File: config.mk
export PLATFORM = sky130hd
export DESIGN_NAME = insertion_sorter_unit
export DESIGN_NICKNAME = d
export VERILOG_FILES = /design/src/sv/isort_pkg.sv /design/src/sv/insertion_sorter_unit.sv /design/src/sv/isort_cell.sv
export SDC_FILE = /design/constraint.sdc
export NUM_CORES = 2
export LEC_CHECK = 0
export BUFFER_PORTS_ARGS = -buffer_cell sky130_fd_sc_hd__buf_2
export CAP_MARGIN = 30
export CORE_MARGIN = 1.5
export CORE_UTILIZATION = 65
export DETAILED_ROUTE_END_ITERATION = 10
export PLACE_DENSITY = 0.91
export SLEW_MARGIN = 40
export SYNTH_ARGS = -nofsm -noshare
export SYNTH_HDL_FRONTEND = slang
export SYNTH_HIERARCHICAL = 1
export SYNTH_SLANG_ARGS = --single-unit
File: constraint.sdc
create_clock -name clk -period 4.38 [get_ports clk]
set_input_delay 0.876 -clock clk [delete_from_list [all_inputs] [get_ports clk]]
set_output_delay 0.876 -clock clk [all_outputs]
set_load 0.005 [all_outputs]
File: src/sv/isort_pkg.sv
// ----------------------------------------------------------------------------
// isort_pkg: shared types for the insertion sorter
// Payload structs for both channels and the control word for the cell chain.
// ----------------------------------------------------------------------------
package isort_pkg;

  localparam int unsigned ValueW = 32;

  // Input item: one element of the set, last marks the end of the set
  typedef struct packed {
    logic signed [ValueW-1:0] value;
    logic                     last;
  } in_item_t;

  // Result item: next element in ascending order
  typedef struct packed {
    logic signed [ValueW-1:0] value_res;
    logic                     last_res;
    logic                     overflow;
  } out_item_t;

  // Chain control, common to every cell
  typedef struct packed {
    logic insert;  // insert the broadcast value in order
    logic pop;     // shift every entry one cell toward the output
  } cell_ctrl_t;

endpackage

File: src/sv/insertion_sorter_unit.sv
// Stable insertion sorter for sets of signed 32-bit values. While a set loads,
// one element is taken per cycle and dropped into place in a chain of
// MAX_ITEMS cells, each comparing its entry against the broadcast value in the
// same cycle. The element marked last ends the set; the chain then drains one
// result per cycle from cell 0 while out_ready is high (ascending order,
// last_res on the final one), and no input is taken until the drain is done.
// Elements past MAX_ITEMS are dropped and every result of that set carries
// overflow.
// ----------------------------------------------------------------------------
// insertion_sorter_unit: top level of the insertion sorter
// Occupancy count, load/drain control and the chain of sorting cells.
// ----------------------------------------------------------------------------
module insertion_sorter_unit
  import isort_pkg::*;
#(
  parameter int unsigned MAX_ITEMS = 16
) (
  input  logic      clk,
  input  logic      rst_n,
  input  logic      in_valid,
  output logic      in_ready,
  input  in_item_t  in_data,
  output logic      out_valid,
  input  logic      out_ready,
  output out_item_t out_data
);

  localparam int unsigned CntW = $clog2(MAX_ITEMS + 1);

  logic [CntW-1:0] count_r, count_nxt;
  logic            draining_r, draining_nxt;
  logic            ovf_r, ovf_nxt;

  logic            in_xfer, out_xfer, full;
  cell_ctrl_t      ctrl;

  logic                     occ   [MAX_ITEMS];
  logic                     gt    [MAX_ITEMS];
  logic signed [ValueW-1:0] value [MAX_ITEMS];

  // Handshake
  assign in_ready  = !draining_r;
  assign out_valid = draining_r;
  assign in_xfer   = in_valid && in_ready;
  assign out_xfer  = out_valid && out_ready;
  assign full      = (count_r == CntW'(MAX_ITEMS));

  assign ctrl.insert = in_xfer && !full;
  assign ctrl.pop    = out_xfer;

  // Result from the head of the chain
  assign out_data.value_res = value[0];
  assign out_data.last_res  = (count_r == CntW'(1));
  assign out_data.overflow  = ovf_r;

  // Next control state
  always_comb begin
    count_nxt    = count_r;
    draining_nxt = draining_r;
    ovf_nxt      = ovf_r;
    if (in_xfer) begin
      if (full) begin
        ovf_nxt = 1'b1;
      end else begin
        count_nxt = count_r + CntW'(1);
      end
      if (in_data.last) begin
        draining_nxt = 1'b1;
      end
    end else if (out_xfer) begin
      count_nxt = count_r - CntW'(1);
      if (count_r == CntW'(1)) begin
        draining_nxt = 1'b0;
        ovf_nxt      = 1'b0;
      end
    end
  end

  always_ff @(posedge clk) begin
    if (!rst_n) begin
      count_r    <= '0;
      draining_r <= 1'b0;
      ovf_r      <= 1'b0;
    end else begin
      count_r    <= count_nxt;
      draining_r <= draining_nxt;
      ovf_r      <= ovf_nxt;
    end
  end

  // Cell chain
  for (genvar i = 0; i < MAX_ITEMS; i++) begin : g_cell
    assign occ[i] = (CntW'(i) < count_r);

    if (i == 0) begin : g_head
      isort_cell u_cell (
        .clk         (clk),
        .ctrl        (ctrl),
        .new_value   (in_data.value),
        .occ         (occ[i]),
        .occ_left    (1'b1),
        .gt_left     (1'b0),
        .value_left  (in_data.value),
        .value_right (value[(i + 1) % MAX_ITEMS]),
        .gt          (gt[i]),
        .value       (value[i])
      );
    end else if (i == MAX_ITEMS - 1) begin : g_tail
      isort_cell u_cell (
        .clk         (clk),
        .ctrl        (ctrl),
        .new_value   (in_data.value),
        .occ         (occ[i]),
        .occ_left    (occ[i-1]),
        .gt_left     (gt[i-1]),
        .value_left  (value[i-1]),
        .value_right (value[i]),
        .gt          (gt[i]),
        .value       (value[i])
      );
    end else begin : g_mid
      isort_cell u_cell (
        .clk         (clk),
        .ctrl        (ctrl),
        .new_value   (in_data.value),
        .occ         (occ[i]),
        .occ_left    (occ[i-1]),
        .gt_left     (gt[i-1]),
        .value_left  (value[i-1]),
        .value_right (value[i+1]),
        .gt          (gt[i]),
        .value       (value[i])
      );
    end
  end

`ifndef SYNTHESIS
  a_count_bound: assert property (@(posedge clk) disable iff (!rst_n)
    count_r <= CntW'(MAX_ITEMS))
    else $error("entry count above capacity");

  a_drain_nonempty: assert property (@(posedge clk) disable iff (!rst_n)
    draining_r |-> (count_r != '0))
    else $error("draining with an empty chain");

  a_final_pop: assert property (@(posedge clk) disable iff (!rst_n)
    (out_xfer && out_data.last_res) |=> (!draining_r && count_r == '0 && !ovf_r))
    else $error("set not closed after final result");

  a_ovf_on_full: assert property (@(posedge clk) disable iff (!rst_n)
    (in_xfer && full) |=> ovf_r)
    else $error("dropped element did not raise overflow");
`endif

endmodule

File: src/sv/isort_cell.sv
// ----------------------------------------------------------------------------
// isort_cell: one slot of the sorting chain
// Holds one value, compares it against the broadcast value and takes the left
// neighbor's or the broadcast value (insert) or the right neighbor's (pop).
// ----------------------------------------------------------------------------
module isort_cell
  import isort_pkg::*;
(
  input  logic                     clk,
  input  cell_ctrl_t               ctrl,
  input  logic signed [ValueW-1:0] new_value,
  input  logic                     occ,        // this slot holds an entry
  input  logic                     occ_left,   // left slot holds an entry
  input  logic                     gt_left,    // left entry is greater than new_value
  input  logic signed [ValueW-1:0] value_left,
  input  logic signed [ValueW-1:0] value_right,
  output logic                     gt,
  output logic signed [ValueW-1:0] value
);

  logic signed [ValueW-1:0] value_r;
  logic signed [ValueW-1:0] value_nxt;
  logic                     take;

  // Strictly greater keeps equal values in arrival order
  assign gt    = occ && (value_r > new_value);
  assign value = value_r;

  // Move when this entry must make room, or when this is the first free slot
  assign take = gt || (!occ && occ_left);

  always_comb begin
    value_nxt = value_r;
    if (ctrl.insert && take) begin
      value_nxt = gt_left ? value_left : new_value;
    end else if (ctrl.pop) begin
      value_nxt = value_right;
    end
  end

  // Payload register, no reset
  always_ff @(posedge clk) begin
    value_r <= value_nxt;
  end

endmodule
==> run_results.csv <==
group,metric,value,unit
worst_setup_path,path_delay_family,"simple AND/OR/NAND/NOR gates",
timing,finalSetupTns,0,ps
global_routing,grt.overflow.total,0,
worst_setup_path,worstSetupPathType,"primary input to flop",
clocking,clk_latency,630,ps
clocking,clockBufferDepth,3,
detailed_routing,drt_iter0_drc,3347,
place,place.port_buffers,72,
die,die_w,261,µm
die,fp.dieH,261,µm
worst_setup_path,cp-end-kind,"flop",
die,die_area,0.0680,mm²
detailed_routing,postRouteWirelength,106000,µm
flow_run,cap_violations,0,
timing,worst_slew_pin_slew,805,ps
die,core_area,0.0657,mm²
clocking,cts_tree,"built",
yosys,syn_inst,4241,
pwr,ir_drop,0.000389,V
layout,nFillCells,4257,
clocking,cts_htree_levels,2,
clocking,clk_pin_slew,60,ps
global_routing,antenna_found_initial,3,
global_routing,grt_pass1_wl,170000,µm
layout,final_area,0.0463,mm²
global_routing,grtUsageTotal,30.7,%
timing,final_hold_viol_count,0,
clocking,cts_buffers,57,
yosys,syn_avg_cell_area,10.2,µm²
worst_setup_path,path_cells,"buf_2 -> inv_1 -> ha_1 -> nand4_1 -> nor4_1 -> a21bo_2 -> o211ai_1 -> a21oi_1 -> xor2_1 -> and2_2 -> buf_4 -> nand2_1 -> o21ai_0 -> mux2_4",
clocking,clock_sinks,519,
pwr,power_density,481,mW/mm²
layout,drive_above_1_share,22.0,%
worst_setup_path,cpMaxStageDelayCell,"nor4_1",
worst_setup_path,worstPathRequired,4760,ps
place,dp_hpwl,78800,µm
die,ios,73,
yosys,syn_area,0.0432,mm²
timing,setup_violations,0,
yosys,synth_warnings,6,
die,start_util,65.7,%
worst_setup_path,critPathLaunchType,"primary input",
yosys,syn_nets,4793,
timing,setup_ws,541,ps
worst_setup_path,slowest_delay,640,ps
clocking,cts_hold_buf,0,
status,status,"finished, final reports clean",
layout,areaGrowthSynthToFinish,7.10,%
worst_setup_path,crit_buf_inv,3,
global_routing,grt_pass1_vias,33600,
timing,min_period,3840,ps
pwr,power.leakage,0.0201,µW
worst_setup_path,cp.arrival,4220,ps
timing,rsz0062_at_grt,"no",
timing,relSlewSlack,46.3,%
min_path,hold_class,"primary input to flop",
worst_setup_path,rrSetupSlack,710,ps
detailed_routing,antenna_left,0,
layout,multi_input_area,0.0247,mm²
layout,final_nets,4842,
place,dp_slack,39.1,ps
detailed_routing,drc,0,
detailed_routing,via_per_inst,6.35,
timing,fin_crit_sh,87.7,%
timing,finalClockSkew,21.1,ps
global_routing,grt_max_degree,64,
worst_setup_path,worstPathMaxFanout,30,
detailed_routing,firstDrtPassIters,6,
clocking,ctsResizeCount,0,
clocking,root_buffer,"clkbuf_16",
clocking,post_cts.repair.setup_buffers,0,
layout,seqCellArea,0.0155,mm²
place,place_area,0.0446,mm²
timing,max_freq,260,MHz
detailed_routing,vias,33000,
place,gp_congestion,0.916,
timing,finalMaxSlewViolations,0,
die,row_count,94,
detailed_routing,post_drt_wl_per_cell,20.4,µm
[placed cells by master (no fill, tap or decap), types with 16 or more instances in the layout]
master	instances
and2b_2	16
nand4_1	33
o21ai_0	583
edfxtp_1	512
clkbuf_16	59
nand2_2	16
and3_2	16
nand3_1	51
and4_4	16
clkinv_1	17
or2_2	16
mux2_4	464
and4_1	16
nor4_1	16
nor2b_1	17
o211ai_1	32
nand2_1	648
buf_2	72
a32oi_1	16
buf_4	64
a21bo_2	16
buf_12	21
a31oi_1	32
ha_1	515
and4_2	80
a21oi_1	241
a221oi_1	32
mux2_2	64
and2_2	16
inv_1	533
o2111a_1	16
[worst reg2reg max path: cells and delay by family (launching register included)]
family	cells	cell delay (ps)
AOI/OAI and AO/OA	2	230
adders and majority gates	1	330
buffers and inverters	3	1190
DFF	1	550
muxes	1	410
and+or+nand+nor	4	700
[metrics by stage]
step	utilization [%]	instances	hold slack (ps)	power, µW
6_report	70.4	5201	605	22300
5_1_grt	70.4	5201	594	23400
2_1_floorplan	-	4241	489	15100
3_5_place_dp	67.8	5095	600	17400
3_3_place_gp	67.8	5095	587	16800
4_1_cts	70.4	5198	579	22100
[worst paths after layout]
| kind | start | end | depth (start not counted) |
|---|---|---|---|
| min | rst_n | count_r[4]$_SDFFE_PN0P_ | 3 |
| max reg2reg | count_r[1]$_SDFFE_PN0P_ | g_cell[0].g_head.u_cell/value[31]$_DFFE_PP_ | 11 |
| min reg2reg | g_cell[10].g_mid.u_cell/value[5]$_DFFE_PP_ | g_cell[9].g_mid.u_cell/value[5]$_DFFE_PP_ | 1 |
| max | in_data[11] | g_cell[5].g_mid.u_cell/value[9]$_DFFE_PP_ | 14 |
[where the power goes]
group | switching, µW | internal (µW)
clock | 2040 | 2560
sequential | 1080 | 7250
combinational | 4880 | 4440
[cell type report]
cell class / instances / share of cell area (%)
Clock inverter: 30 / 0.408
Tap cell: 864 / 2.34
Sequential cell: 519 / 33.5
Clock buffer: 73 / 3.30
Inverter: 533 / 4.32
Antenna cell: 3 / 0.0162
Multi-Input combinational cell: 3022 / 53.4
Timing Repair Buffer: 157 / 2.73
[sequential cells by signal (all words and copies together) (netlist names)]
| name | flops |
|---|---|
| g_cell.g_mid.u_cell/value | 448 |
| g_cell.g_head.u_cell/value | 32 |
| g_cell.g_tail.u_cell/value | 32 |
| count_r | 5 |
| out_valid | 1 |
| ovf_r | 1 |
[metal layers]
metal | vias up | track usage (%) | routed length (µm)
met5 | - | 0 | 0
met4 | 0 | 13.3 | 4400
met3 | 306 | 3.34 | 7430
met2 | 1521 | 53.2 | 51200
met1 | 15800 | 38.8 | 42900
li1 | 15400 | - | -
(Power assumes the default switching activity.)
